[config.mk]
export PLATFORM = sky130hd
export DESIGN_NAME = comment_aware_text_tokenizer
export DESIGN_NICKNAME = d
export VERILOG_FILES = /design/src/ctt_pkg.sv /design/src/ctt_scanner.sv /design/src/ctt_queue.sv /design/src/ctt_emitter.sv /design/src/comment_aware_text_tokenizer.sv
export SDC_FILE = /design/constraint.sdc
export NUM_CORES = 1
export LEC_CHECK = 0
export ABC_CLOCK_PERIOD_IN_PS = 16300
export BUFFER_PORTS_ARGS = -buffer_cell sky130_fd_sc_hd__buf_2
export CORE_MARGIN = 4
export CORE_UTILIZATION = 55
export CTS_BUF_LIST = sky130_fd_sc_hd__clkbuf_4 sky130_fd_sc_hd__clkbuf_8
export DETAILED_ROUTE_END_ITERATION = 7
export GPL_ROUTABILITY_DRIVEN = 0
export GPL_TIMING_DRIVEN = 0
export PLACE_DENSITY = 0.76
export SLEW_MARGIN = 40
export SYNTH_ARGS = -nofsm -noshare
export SYNTH_HDL_FRONTEND = slang
export SYNTH_HIERARCHICAL = 1
export SYNTH_SLANG_ARGS = --single-unit
[constraint.sdc]
create_clock -name clk -period 16.3 [get_ports clk]
set_clock_uncertainty 0.15 [all_clocks]
set_input_delay 0 -clock clk [delete_from_list [all_inputs] [get_ports clk]]
set_output_delay 0 -clock clk [all_outputs]
set_load 0.03 [all_outputs]
[src/ctt_pkg.sv]
`timescale 1ns / 1ps
// ----------------------------------------------------------------------------
// ctt_pkg: shared types and constants of the comment-aware text tokenizer
// Scan modes, result kinds, register indexes and the word formats that pass
// between the scanner, the queue and the emitter.
// ----------------------------------------------------------------------------
package ctt_pkg;

  localparam logic [10:0] TOKEN_LIMIT_MIN   = 11'd2;
  localparam logic [10:0] TOKEN_LIMIT_MAX   = 11'd1024;
  localparam logic [10:0] TOKEN_LIMIT_RESET = 11'd1024;

  localparam int QUEUE_DEPTH = 2;
  localparam int QUEUE_PTR_W = 1;
  localparam int QUEUE_CNT_W = 2;

  localparam logic [7:0] CH_SLASH   = 8'h2f;
  localparam logic [7:0] CH_STAR    = 8'h2a;
  localparam logic [7:0] CH_NEWLINE = 8'h0a;
  localparam logic [7:0] CH_DQUOTE  = 8'h22;
  localparam logic [7:0] CH_SQUOTE  = 8'h27;
  localparam logic [7:0] CH_LBRACE  = 8'h7b;
  localparam logic [7:0] CH_RBRACE  = 8'h7d;
  localparam logic [7:0] CH_LPAREN  = 8'h28;
  localparam logic [7:0] CH_RPAREN  = 8'h29;
  localparam logic [7:0] CH_COLON   = 8'h3a;
  localparam logic [7:0] CH_SPACE   = 8'h20;
  localparam logic [7:0] CH_UPPER_A = 8'h41;
  localparam logic [7:0] CH_UPPER_Z = 8'h5a;
  localparam logic [7:0] CASE_OFFSET = 8'h20;

  typedef enum logic [1:0] {
    CFG_TOKEN_LIMIT    = 2'd0,
    CFG_COLON_IS_BREAK = 2'd1,
    CFG_FOLD_CASE      = 2'd2
  } cfg_index_t;

  typedef enum logic [2:0] {
    MODE_IDLE       = 3'd0,
    MODE_SLASH      = 3'd1,
    MODE_LINE       = 3'd2,
    MODE_BLOCK      = 3'd3,
    MODE_BLOCK_STAR = 3'd4,
    MODE_WORD       = 3'd5,
    MODE_QUOTE      = 3'd6
  } mode_t;

  typedef enum logic [1:0] {
    KIND_CHAR = 2'd0,
    KIND_END  = 2'd1,
    KIND_EOT  = 2'd2
  } kind_t;

  typedef struct packed {
    logic [10:0] token_limit;
    logic        colon_is_break;
    logic        fold_case;
  } cfg_t;

  typedef struct packed {
    kind_t       kind;
    logic [7:0]  ch;
    logic        quoted;
    logic [9:0]  len;
  } result_t;

  // Up to four results caused by one text byte, oldest at index 0.
  typedef struct packed {
    result_t [3:0] res;
    logic [2:0]    count;
  } bundle_t;

  typedef struct packed {
    logic full;
    logic empty;
  } queue_status_t;

endpackage

[src/ctt_scanner.sv]
`timescale 1ns / 1ps
// ----------------------------------------------------------------------------
// ctt_scanner: front end of the tokenizer
// Classifies each accepted byte against the scan mode and builds the bundle
// of results that the byte causes.
// ----------------------------------------------------------------------------
module ctt_scanner (
  input  logic             clk,
  input  logic             rst,
  input  ctt_pkg::cfg_t    cfg,
  input  logic             step,
  input  logic [7:0]       text_byte,
  output logic             push,
  output ctt_pkg::bundle_t bundle
);
  import ctt_pkg::*;

  mode_t       mode;
  mode_t       mode_next;
  logic [9:0]  chars;
  logic [9:0]  chars_next;

  logic [10:0] lim;
  logic [10:0] lim_m1;
  logic [9:0]  cap;
  logic        is_brk;
  logic        is_sp;
  logic [7:0]  cf;

  result_t [3:0] res;
  logic [2:0]    cnt;
  logic          run_word;
  logic          run_idle;

  function automatic result_t mk(kind_t k, logic [7:0] ch, logic q, logic [9:0] len);
    result_t r;
    r.kind   = k;
    r.ch     = ch;
    r.quoted = q;
    r.len    = len;
    return r;
  endfunction

  always_comb begin
    lim = cfg.token_limit;
    if (lim < TOKEN_LIMIT_MIN) lim = TOKEN_LIMIT_MIN;
    if (lim > TOKEN_LIMIT_MAX) lim = TOKEN_LIMIT_MAX;
    lim_m1 = lim - 11'd1;
    cap = lim_m1[9:0];
  end

  assign is_brk = (text_byte == CH_LBRACE) || (text_byte == CH_RBRACE) ||
                  (text_byte == CH_LPAREN) || (text_byte == CH_RPAREN) ||
                  (text_byte == CH_SQUOTE) ||
                  (cfg.colon_is_break && (text_byte == CH_COLON));
  assign is_sp  = (text_byte <= CH_SPACE) || text_byte[7];
  assign cf = (cfg.fold_case && (text_byte >= CH_UPPER_A) && (text_byte <= CH_UPPER_Z))
            ? text_byte + CASE_OFFSET : text_byte;

  // Sequential walk of one byte; at most four results are pushed.
  always_comb begin
    mode_next  = mode;
    chars_next = chars;
    res        = '0;
    cnt        = 3'd0;
    run_word   = 1'b0;
    run_idle   = 1'b0;

    case (mode)
      MODE_SLASH: begin
        if (text_byte == CH_SLASH) begin
          mode_next = MODE_LINE;
        end else if (text_byte == CH_STAR) begin
          mode_next = MODE_BLOCK;
        end else begin
          // The held slash starts a word of its own.
          res[cnt[1:0]] = mk(KIND_CHAR, CH_SLASH, 1'b0, 10'd0);
          cnt = cnt + 3'd1;
          chars_next = 10'd1;
          if (chars_next >= cap) begin
            res[cnt[1:0]] = mk(KIND_END, 8'd0, 1'b0, chars_next);
            cnt = cnt + 3'd1;
            chars_next = 10'd0;
            mode_next  = MODE_IDLE;
            run_idle   = 1'b1;
          end else begin
            mode_next = MODE_WORD;
            run_word  = 1'b1;
          end
        end
      end
      MODE_LINE: begin
        if (text_byte == 8'd0) begin
          mode_next = MODE_IDLE;
          res[cnt[1:0]] = mk(KIND_EOT, 8'd0, 1'b0, 10'd0);
          cnt = cnt + 3'd1;
        end else if (text_byte == CH_NEWLINE) begin
          mode_next = MODE_IDLE;
        end
      end
      MODE_BLOCK, MODE_BLOCK_STAR: begin
        if (text_byte == 8'd0) begin
          mode_next = MODE_IDLE;
          res[cnt[1:0]] = mk(KIND_EOT, 8'd0, 1'b0, 10'd0);
          cnt = cnt + 3'd1;
        end else if (text_byte == CH_STAR) begin
          mode_next = MODE_BLOCK_STAR;
        end else if ((text_byte == CH_SLASH) && (mode == MODE_BLOCK_STAR)) begin
          mode_next = MODE_IDLE;
        end else begin
          mode_next = MODE_BLOCK;
        end
      end
      MODE_WORD: begin
        run_word = 1'b1;
      end
      MODE_QUOTE: begin
        if ((text_byte == CH_DQUOTE) || (text_byte == 8'd0)) begin
          res[cnt[1:0]] = mk(KIND_END, 8'd0, 1'b1, chars_next);
          cnt = cnt + 3'd1;
          chars_next = 10'd0;
          mode_next  = MODE_IDLE;
          if (text_byte == 8'd0) begin
            res[cnt[1:0]] = mk(KIND_EOT, 8'd0, 1'b0, 10'd0);
            cnt = cnt + 3'd1;
          end
        end else begin
          res[cnt[1:0]] = mk(KIND_CHAR, cf, 1'b1, 10'd0);
          cnt = cnt + 3'd1;
          chars_next = chars_next + 10'd1;
          if (chars_next >= cap) begin
            res[cnt[1:0]] = mk(KIND_END, 8'd0, 1'b1, chars_next);
            cnt = cnt + 3'd1;
            chars_next = 10'd0;
            mode_next  = MODE_IDLE;
          end
        end
      end
      default: begin
        mode_next = MODE_IDLE;
        run_idle  = 1'b1;
      end
    endcase

    if (run_word) begin
      if ((text_byte == 8'd0) || is_brk || is_sp) begin
        res[cnt[1:0]] = mk(KIND_END, 8'd0, 1'b0, chars_next);
        cnt = cnt + 3'd1;
        chars_next = 10'd0;
        mode_next  = MODE_IDLE;
        if ((text_byte == 8'd0) || is_brk) run_idle = 1'b1;
      end else begin
        res[cnt[1:0]] = mk(KIND_CHAR, cf, 1'b0, 10'd0);
        cnt = cnt + 3'd1;
        chars_next = chars_next + 10'd1;
        if (chars_next >= cap) begin
          res[cnt[1:0]] = mk(KIND_END, 8'd0, 1'b0, chars_next);
          cnt = cnt + 3'd1;
          chars_next = 10'd0;
          mode_next  = MODE_IDLE;
        end
      end
    end

    if (run_idle) begin
      if (text_byte == 8'd0) begin
        res[cnt[1:0]] = mk(KIND_EOT, 8'd0, 1'b0, 10'd0);
        cnt = cnt + 3'd1;
      end else if (is_sp) begin
        mode_next = MODE_IDLE;
      end else if (text_byte == CH_SLASH) begin
        mode_next = MODE_SLASH;
      end else if (text_byte == CH_DQUOTE) begin
        mode_next  = MODE_QUOTE;
        chars_next = 10'd0;
      end else if (is_brk) begin
        res[cnt[1:0]] = mk(KIND_CHAR, cf, 1'b0, 10'd0);
        cnt = cnt + 3'd1;
        res[cnt[1:0]] = mk(KIND_END, 8'd0, 1'b0, 10'd1);
        cnt = cnt + 3'd1;
      end else begin
        mode_next = MODE_WORD;
        res[cnt[1:0]] = mk(KIND_CHAR, cf, 1'b0, 10'd0);
        cnt = cnt + 3'd1;
        chars_next = 10'd1;
        if (chars_next >= cap) begin
          res[cnt[1:0]] = mk(KIND_END, 8'd0, 1'b0, chars_next);
          cnt = cnt + 3'd1;
          chars_next = 10'd0;
          mode_next  = MODE_IDLE;
        end
      end
    end
  end

  assign bundle.res   = res;
  assign bundle.count = cnt;
  assign push = step && (cnt != 3'd0);

  always_ff @(posedge clk) begin
    if (rst) begin
      mode  <= MODE_IDLE;
      chars <= 10'd0;
    end else if (step) begin
      mode  <= mode_next;
      chars <= chars_next;
    end
  end

endmodule

[src/ctt_queue.sv]
`timescale 1ns / 1ps
// ----------------------------------------------------------------------------
// ctt_queue: short bundle queue between scanner and emitter
// A two-entry first-in first-out store of result bundles.
// ----------------------------------------------------------------------------
module ctt_queue (
  input  logic                   clk,
  input  logic                   rst,
  input  logic                   push,
  input  ctt_pkg::bundle_t       din,
  input  logic                   pop,
  output ctt_pkg::bundle_t       dout,
  output ctt_pkg::queue_status_t status
);
  import ctt_pkg::*;

  bundle_t                mem [QUEUE_DEPTH];
  logic [QUEUE_PTR_W-1:0] wr_ptr;
  logic [QUEUE_PTR_W-1:0] rd_ptr;
  logic [QUEUE_CNT_W-1:0] count;

  function automatic logic [QUEUE_PTR_W-1:0] bump(logic [QUEUE_PTR_W-1:0] p);
    if (p == QUEUE_PTR_W'(QUEUE_DEPTH - 1)) return '0;
    return p + QUEUE_PTR_W'(1);
  endfunction

  assign status.full  = (count == QUEUE_CNT_W'(QUEUE_DEPTH));
  assign status.empty = (count == '0);
  assign dout = mem[rd_ptr];

  always_ff @(posedge clk) begin
    if (push) mem[wr_ptr] <= din;
  end

  always_ff @(posedge clk) begin
    if (rst) begin
      wr_ptr <= '0;
      rd_ptr <= '0;
      count  <= '0;
    end else begin
      if (push) wr_ptr <= bump(wr_ptr);
      if (pop)  rd_ptr <= bump(rd_ptr);
      if (push && !pop)      count <= count + QUEUE_CNT_W'(1);
      else if (pop && !push) count <= count - QUEUE_CNT_W'(1);
    end
  end

endmodule

[src/ctt_emitter.sv]
`timescale 1ns / 1ps
// ----------------------------------------------------------------------------
// ctt_emitter: back end of the tokenizer
// Holds one bundle and hands its results out one word per cycle while out_ready is high.
// ----------------------------------------------------------------------------
module ctt_emitter (
  input  logic              clk,
  input  logic              rst,
  input  ctt_pkg::bundle_t  head,
  input  logic              head_valid,
  output logic              pop,
  output logic              out_valid,
  input  logic              out_ready,
  output ctt_pkg::result_t  cur
);
  import ctt_pkg::*;

  bundle_t    bund;
  logic [1:0] pos;
  logic       busy;
  logic       fire;
  logic       last;

  assign fire = busy && out_ready;
  assign last = ({1'b0, pos} == (bund.count - 3'd1));
  assign pop  = head_valid && (!busy || (fire && last));
  assign out_valid = busy;
  assign cur = bund.res[pos];

  always_ff @(posedge clk) begin
    if (pop) bund <= head;
  end

  always_ff @(posedge clk) begin
    if (rst) begin
      busy <= 1'b0;
      pos  <= 2'd0;
    end else if (pop) begin
      busy <= 1'b1;
      pos  <= 2'd0;
    end else if (fire && last) begin
      busy <= 1'b0;
    end else if (fire) begin
      pos <= pos + 2'd1;
    end
  end

endmodule

[src/comment_aware_text_tokenizer.sv]
`timescale 1ns / 1ps
// ----------------------------------------------------------------------------
// comment_aware_text_tokenizer: byte-stream tokenizer that skips comments
// Splits text into tokens, skipping whitespace and line and block comments.
// ----------------------------------------------------------------------------
// Usage:
// Text bytes enter on the in_valid/in_ready channel, one word per byte; a zero
// byte ends the text. Results leave on the out_valid/out_ready channel, one
// word per result: a token character, an end of token with its length, or an
// end of text. The cfg channel writes token_limit, colon_is_break and
// fold_case by index; it is always ready and should be used only while no
// results are outstanding.
// A byte is classified in the cycle it is accepted and its results (up to
// four), if any, are queued as one bundle; the first result is offered once
// the bundle has passed the queue and been loaded into the emitter.
// Throughput is one byte per cycle while each byte causes at most one
// result and out_ready stays high; a byte with several results holds the
// output until all are taken, which sets the sustained rate. A two-entry
// bundle queue between scanner and emitter keeps input flowing while the
// receiver stalls until the queue fills; then in_ready drops and nothing is lost.
// Reset clears the scan mode, the token count and the queue, and returns the
// registers to token_limit 1024, colon_is_break 1 and fold_case 1.
// ----------------------------------------------------------------------------
module comment_aware_text_tokenizer (
  input  logic        clk,
  input  logic        rst,
  input  logic        in_valid,
  output logic        in_ready,
  input  logic [7:0]  text_byte,
  output logic        out_valid,
  input  logic        out_ready,
  output logic [1:0]  result_kind,
  output logic [7:0]  token_char,
  output logic        was_quoted,
  output logic [9:0]  token_length,
  input  logic        cfg_valid,
  output logic        cfg_ready,
  input  logic [1:0]  cfg_index,
  input  logic [10:0] cfg_data
);
  import ctt_pkg::*;

  cfg_t          cfg;
  logic          step;
  logic          push;
  logic          pop;
  bundle_t       push_bundle;
  bundle_t       head;
  queue_status_t qstat;
  result_t       cur;

  // Configuration registers. Writes are always taken; an unused index is
  // simply ignored.
  assign cfg_ready = 1'b1;

  always_ff @(posedge clk) begin
    if (rst) begin
      cfg.token_limit    <= TOKEN_LIMIT_RESET;
      cfg.colon_is_break <= 1'b1;
      cfg.fold_case      <= 1'b1;
    end else if (cfg_valid) begin
      case (cfg_index)
        CFG_TOKEN_LIMIT:    cfg.token_limit    <= cfg_data;
        CFG_COLON_IS_BREAK: cfg.colon_is_break <= cfg_data[0];
        CFG_FOLD_CASE:      cfg.fold_case      <= cfg_data[0];
        default: ;
      endcase
    end
  end

  // The scanner may take a byte whenever the queue has a free entry, since
  // one byte never needs more than one bundle.
  assign in_ready = !qstat.full;
  assign step     = in_valid && in_ready;

  ctt_scanner u_scanner (
    .clk       (clk),
    .rst       (rst),
    .cfg       (cfg),
    .step      (step),
    .text_byte (text_byte),
    .push      (push),
    .bundle    (push_bundle)
  );

  ctt_queue u_queue (
    .clk    (clk),
    .rst    (rst),
    .push   (push),
    .din    (push_bundle),
    .pop    (pop),
    .dout   (head),
    .status (qstat)
  );

  ctt_emitter u_emitter (
    .clk        (clk),
    .rst        (rst),
    .head       (head),
    .head_valid (!qstat.empty),
    .pop        (pop),
    .out_valid  (out_valid),
    .out_ready  (out_ready),
    .cur        (cur)
  );

  assign result_kind  = cur.kind;
  assign token_char   = cur.ch;
  assign was_quoted   = cur.quoted;
  assign token_length = cur.len;

  // A bundle is only queued when it holds results and there is room.
  a_push_nonempty: assert property (@(posedge clk) disable iff (rst)
    push |-> (push_bundle.count != 3'd0))
    else $error("empty bundle pushed");

  a_push_room: assert property (@(posedge clk) disable iff (rst)
    push |-> !qstat.full)
    else $error("bundle pushed into a full queue");

  // End of text carries no character, length or quote mark.
  a_eot_clean: assert property (@(posedge clk) disable iff (rst)
    (out_valid && (result_kind == KIND_EOT)) |->
      ((token_char == 8'd0) && (token_length == 10'd0) && !was_quoted))
    else $error("end of text with payload");

  // Only a quoted token can be empty.
  a_word_length: assert property (@(posedge clk) disable iff (rst)
    (out_valid && (result_kind == KIND_END) && !was_quoted) |->
      (token_length != 10'd0))
    else $error("unquoted token of length zero");

  a_reset_quiet: assert property (@(posedge clk)
    rst |=> !out_valid)
    else $error("output valid right after reset");

endmodule

==> flow_summary.yaml, run 1 <==
cts:
  htreeDepth: 2
  clock_path_buffers: 3
  cts_buffers: 49
  cts_sinks: 295
  cts_setup_buffers: 0
  clockRootBuffer: "clkbuf_8"
  clk_pin_slew_worst_paths_ns: 0.06
  clock_latency_ns: 0.58
  cts_tree: "built"
logic_synthesis:
  ys_ff_latch: 295
  yosysMostFrequentCell: "edfxtp_1"
  ys.flop_type: "edfxtp_1"
  synth_cells: 1290
  netlist-cell-type-count: 90
  syn_area_per_cell_um2: 12.2
  ys_seq_area_share_pct: 54.3
  synth_common_cells: "edfxtp_1 (261), nand2_1 (96), nor2_1 (95)"
  yosys.area.top_type: "edfxtp_1"
  yosys_warnings: 6
  synthArstFlopShare_pct: 0
  syn_area_um2: 15700
  synth.area.top_cells: "edfxtp_1 (50%), dfxtp_1 (4.3%), mux2_2 (4.2%)"
  synth-edff-count: 261
  yosysTopAreaCellShare_pct: 50.0
global_route:
  grt_pass1_wl_mm: 62.0
  grt_max_degree: 39
  grt_overflow: 0
  grt_pass1_vias: 11300
  grt_usage_pct: 25.1
  antenna_found_initial: 0
layout:
  layout.nets: 1509
  fill_cells: 2081
  seq_area_um2: 8520
  postLayoutCoreUtil_pct: 64.7
  antenna_cells: 0
  multi_input_area_um2: 6690
  instances_no_fill: 1860
  drive_gt1_share_pct: 21.4
  stdcell_area_um2: 18100
  syn2layout_area_growth_pct: 15.3
setup_path:
  cp.required_ns: 16.42
  slowest_delay_ns: 0.64
  endpoint_kind: "flop"
  start_kind: "flop"
  path_max_fanout: 18
  worstSetupPathType: "reg2reg"
  arrival_ns: 12.77
  critPathSlowestCell: "nor4_2"
place:
  placed_area_um2: 16700
  dp_slack_ns: 3.78
  dp.cells: 1729
  portBuffers: 47
  hpwl_mm: 28.1
detailed_routing:
  vias: 11700
  first_pass_iters: 7
  viasPerCell: 6.29
  ant_nets: 0
  drc_errors: 0
  route.final.wire_length_mm: 39.7
  drtIter0Drc: 1638
  wl_per_cell_um: 21.3
outcome:
  status: "completed"
job:
  cap_viol_max_count: 0
sta:
  fin_tns_setup_ns: 0
  min_period_ns: 12.65
  fin_crit_sh_pct: 77.6
  max_slew_margin_pct: 46.2
  finalHoldViolCount: 0
  rsz0062_at_grt: "no"
  tightest_slew_ns: 0.805
  maxSlewViolCount: 0
  setup_ws_ns: 3.65
  max_freq_ghz: 0.0791
  setup_viol: 0
die:
  start_util_pct: 56.1
  die_w_um: 177
  ioPinCount: 50
  rows: 61
  die_area_um2: 31300
  core-area_um2: 27900
  die_height_um: 177
power:
  power_density_nw_per_um2: 138
  leakage_nw: 6.65
  ir_drop_mv: 0.0582
hold_path:
  min-delay-path-class: "in2reg"
-- cell families after synthesis --
kind of cell	share of synthesized area (%)
buffers and inverters	3.28
DFF	54.3
adders and majority gates	2.94
other	0.0479
muxes	11.3
and+or+nand+nor	12.3
xor gates and xnor gates	1.84
AOI/OAI and AO/OA	14.0
-- routing by layer --
layer / vias to the layer above / global-route usage, % / part of all wire, %
li1: 5263 / - / -
met1: 5593 / 35.0 / 41
met2: 719 / 40.9 / 47
met3: 127 / 4.83 / 9.9
met4: 0 / 6.35 / 2.9
met5: - / 0 / 0
-- cell type report --
class | count | area share, %
plain buffers | 78 | 2.12
clock buffers | 64 | 4.39
clock inverters | 22 | 0.865
inverters | 35 | 0.727
multi-input cells | 883 | 37.0
flip-flops and latches | 295 | 47.1
well taps | 378 | 2.62
repair buffers | 105 | 5.14
-- where the power goes --
group | switching (W) | internal, W
clock | 0.000290 | 0.000337
sequential | 0.0000529 | 0.00107
combinational | 0.000438 | 0.000318
total | 0.000781 | 0.00172
-- metrics by stage --
stage          hold slack, ns  power [W]
6_report               0.0628    0.00250
5_1_grt                0.0818    0.00262
4_1_cts                0.0119    0.00251
3_5_place_dp            0.120    0.00188
3_3_place_gp            0.112    0.00183
2_1_floorplan         -0.0809    0.00164
-- final timing paths --
kind | from | to | slack [ns] | cells past startpoint
max | cfg[9] | u_queue/mem[0][58] | 3.65 | 44
min | in_valid | u_scanner/mode[1] | 0.06 | 5
max reg2reg | cfg[9] | u_queue/mem[0][58] | 3.65 | 44
min reg2reg | u_queue/count[1] | u_queue/count[1] | 0.36 | 2
-- placed cells by master (no fill, tap or decap), types with 29 or more instances in the layout --
cell type      instances
a21oi_1               61
and2_1                29
buf_2                 68
clkbuf_1              45
clkbuf_8              50
dfxtp_1               34
dlygate4sd3_1         45
edfxtp_1             261
ha_1                  36
inv_1                 33
mux2_2                58
mux2_4                30
nand2_1               96
nand2b_1              30
nor2_1                95
o21ai_0               39
-- state kept, by name, indices dropped and copies added (netlist names), named ones only --
| signal | cells |
|---|---|
| cfg | 13 |
| u_queue/rd_ptr | 1 |
| u_queue/wr_ptr | 1 |
| u_emitter/out_valid | 1 |
| u_queue/mem | 174 |
| u_queue/count | 2 |
| u_scanner/chars | 10 |
| u_scanner/mode | 3 |
| u_emitter/pos | 2 |
| u_emitter/bund | 87 |
-- critical path, delay by kind of cell, from the launching register on --
kind,cells,cell delay (ns)
compound gates,17,5.30
simple gates,12,2.69
fa+ha+maj,6,1.55
flops,1,0.40
buf+inv,9,2.23
-- what timing repair did --
| action | CTS | global route |
|---|---|---|
| gates resized for setup | 0 | 0 |
| hold buffers | 45 | 0 |
| endpoints found under the hold margin | 105 | 0 |
(Power assumes the default switching activity.)
==> run 2, diff against run 1 <==
--- a/config.mk
+++ b/config.mk
@@ -5,7 +5,7 @@
 export SDC_FILE = /design/constraint.sdc
 export NUM_CORES = 1
 export LEC_CHECK = 0
-export ABC_CLOCK_PERIOD_IN_PS = 16300
+export ABC_CLOCK_PERIOD_IN_PS = 11300
 export BUFFER_PORTS_ARGS = -buffer_cell sky130_fd_sc_hd__buf_2
 export CORE_MARGIN = 4
 export CORE_UTILIZATION = 55
@@ -13,7 +13,7 @@
 export DETAILED_ROUTE_END_ITERATION = 7
 export GPL_ROUTABILITY_DRIVEN = 0
 export GPL_TIMING_DRIVEN = 0
-export PLACE_DENSITY = 0.76
+export PLACE_DENSITY = 0.79
 export SLEW_MARGIN = 40
 export SYNTH_ARGS = -nofsm -noshare
 export SYNTH_HDL_FRONTEND = slang
==> constraint.sdc (replaced) <==
create_clock -name clk -period 11.3 [get_ports clk]
set_clock_uncertainty 0.15 [all_clocks]
set_input_delay 0 -clock clk [delete_from_list [all_inputs] [get_ports clk]]
set_output_delay 0 -clock clk [all_outputs]
set_load 0.03 [all_outputs]
==> run 2 against run 1 <==
  * Critical path depth is 1 higher
  * Via count increased by 0.30%
  * Combinational power increased by 47%
  * Total power up 49%
  * Clock-buffer cell count rose by 3
  * Sequential power increased by 44%
  * Hold slack got worse by 0.0051 ns
  * Utilization grew 0.69 points
  * Cell area rose by 1.1%
  * Register-to-register slack lost 2.9 ns
  * Clock power is 59% higher
==> flow_summary.yaml, run 2 (synthesis results as in run 1) <==
cts:
  cts_sinks: 295
  clk_pin_slew_worst_paths_ns: 0.06
  clock_path_buffers: 3
  htreeDepth: 2
  clockRootBuffer: "clkbuf_8"
  clock_latency_ns: 0.57
  cts_buffers: 47
  cts_tree: "built"
die:
  start_util_pct: 56.1
  die_height_um: 177
  die_w_um: 177
  ioPinCount: 50
  rows: 61
  core-area_um2: 27900
  die_area_um2: 31300
setup_path:
  path_common_cell: "nand2_1"
  reg2regPathDepth: 45
  critPathCapture: "u_queue/mem[0][39]"
  arrival_ns: 10.62
  endpoint_kind: "flop"
  path_max_fanout: 19
  crit_start: "cfg[5]"
  reg2reg_slack_ns: 0.77
  slowest_delay_ns: 0.49
  regToRegEndpoint: "u_queue/mem[0][39]"
  start_kind: "flop"
  reg2reg_from: "cfg[5]"
  cp.required_ns: 11.40
  critPathSlowestCell: "a2111oi_4"
  worstSetupPathType: "reg2reg"
sta:
  timing.hold.ws_ns: 0.0578
  fin_tns_setup_ns: 0
  max_slew_margin_pct: 45.2
  setup_viol: 0
  maxSlewViolCount: 0
  max_freq_ghz: 0.0950
  tightest_slew_ns: 0.823
  finalHoldViolCount: 0
  min_period_ns: 10.53
  fin_crit_sh_pct: 93.2
layout:
  reg_top3: "u_queue/mem: 174 flops, u_emitter/bund: 87 flops, cfg: 13 flops"
  fill_cells: 2034
  antenna_cells: 0
  syn2layout_area_growth_pct: 16.5
  instances_no_fill: 1861
  mostFrequentLayoutCell: "edfxtp_1"
  largest_reg_flops: 174
  layout_common_cells: "edfxtp_1 (261), nand2_1 (96), nor2_1 (95)"
  top_register: "u_queue/mem"
  layout.nets: 1510
  drive_gt1_share_pct: 22.0
hold_path:
  min-delay-path-class: "in2reg"
power:
  power_frac_clock_pct: 26.9
  switching_power_w: 0.00113
  swShare_pct: 30.3
  ir_drop_mv: 0.0945
  power.internal_w: 0.00259
  seq_power_share_pct: 43.3
  leakage_nw: 6.73
  power_density_nw_per_um2: 204
  pwr-share-comb_pct: 29.8
global_route:
  grt_pass1_vias: 11600
  antenna_found_initial: 0
  grt_max_degree: 41
  grt_usage_pct: 25.3
  grt_pass1_wl_mm: 62.8
  grt_overflow: 0
detailed_routing:
  first_pass_iters: 7
  ant_nets: 0
  wl_per_cell_um: 21.5
  drtIter0Drc: 1527
  drc_errors: 0
  viasPerCell: 6.31
  vias: 11700
  route.final.wire_length_mm: 40.0
place:
  portBuffers: 47
  dp.cells: 1729
  hpwl_mm: 27.4
outcome:
  status: "completed"
job:
  cap_viol_max_count: 0
-- run 2: area by class of cell --
| cell class | instances | area, um^2 | share of cell area, % |
|---|---|---|---|
| plain buffers | 77 | 380 | 2.08 |
| clock buffers | 67 | 822 | 4.50 |
| clock inverters | 17 | 230 | 1.26 |
| inverters | 35 | 131 | 0.719 |
| multi-input cells | 883 | 6760 | 37.0 |
| flip-flops and latches | 295 | 8520 | 46.6 |
| well taps | 378 | 473 | 2.59 |
| repair buffers | 109 | 956 | 5.23 |
-- run 2: routing by layer --
| metal | share of wire, % | routed length [um] | vias to the layer above | GRT usage (%) |
|---|---|---|---|---|
| li1 | - | - | 5267 | - |
| met1 | 40 | 16000 | 5593 | 34.5 |
| met2 | 47 | 18700 | 742 | 41.8 |
| met3 | 10 | 4000 | 135 | 4.91 |
| met4 | 3.2 | 1270 | 0 | 7.41 |
| met5 | 0 | 0 | - | 0 |
-- run 2: per-stage QoR --
stage / utilization [%] / setup WS [ns] / power, W / cell area, um^2
2_1_floorplan: - / 0.105 / 0.00236 / 15700
3_3_place_gp: 58.7 / -2.98 / 0.00261 / 16400
3_5_place_dp: 59.6 / -1.14 / 0.00271 / 16700
4_1_cts: 65.2 / 0.0798 / 0.00373 / 18200
5_1_grt: 65.4 / -0.00853 / 0.00389 / 18300
6_report: 65.4 / 0.773 / 0.00372 / 18300
-- run 2: worst min path at each step --
| stage | start | slack (ns) | cells after the start | endpoint |
|---|---|---|---|---|
| after floorplan | rst | -0.08 | 1 | u_queue/count[1] |
| after detailed placement | cfg_data[6] | 0.12 | 3 | cfg[8] |
| after global placement | cfg_data[1] | 0.11 | 3 | cfg[3] |
| after CTS | text_byte[6] | 0.02 | 4 | u_queue/mem[1][21] |
| final | in_valid | 0.06 | 5 | u_scanner/chars[0] |
| after global routing | text_byte[6] | 0.09 | 4 | u_queue/mem[0][21] |
-- run 2: repair_timing --
| action | CTS | global route |
|---|---|---|
| hold buffers | 44 | 0 |
| endpoints found under the hold margin | 80 | 0 |
| pin swaps | 1 | 2 |
| setup buffers | 2 | 3 |
| cloned | 0 | 0 |
| endpoints found under the setup margin | 179 | 217 |
| gates resized for setup | 7 | 9 |
-- run 2: power by group through the flow --
stage | Clock (W) | Sequential, W | Combinational (W)
after floorplan | 0 | 0.00162 | 0.000737
after detailed placement | 0 | 0.00163 | 0.00107
after global placement | 0 | 0.00165 | 0.000964
after CTS | 0.00102 | 0.00161 | 0.00110
final | 0.00100 | 0.00161 | 0.00111
after global routing | 0.00108 | 0.00163 | 0.00118
-- run 2: worst max-delay path: cells and delay by family (launching register included) --
kind / cells / cell delay [ns]
flip-flops: 1 / 0.31
AND/OR/NAND/NOR: 13 / 2.23
adder cells (fa/ha/maj): 6 / 1.69
buffers and inverters: 10 / 1.90
AO/OA/AOI/OAI: 16 / 3.91
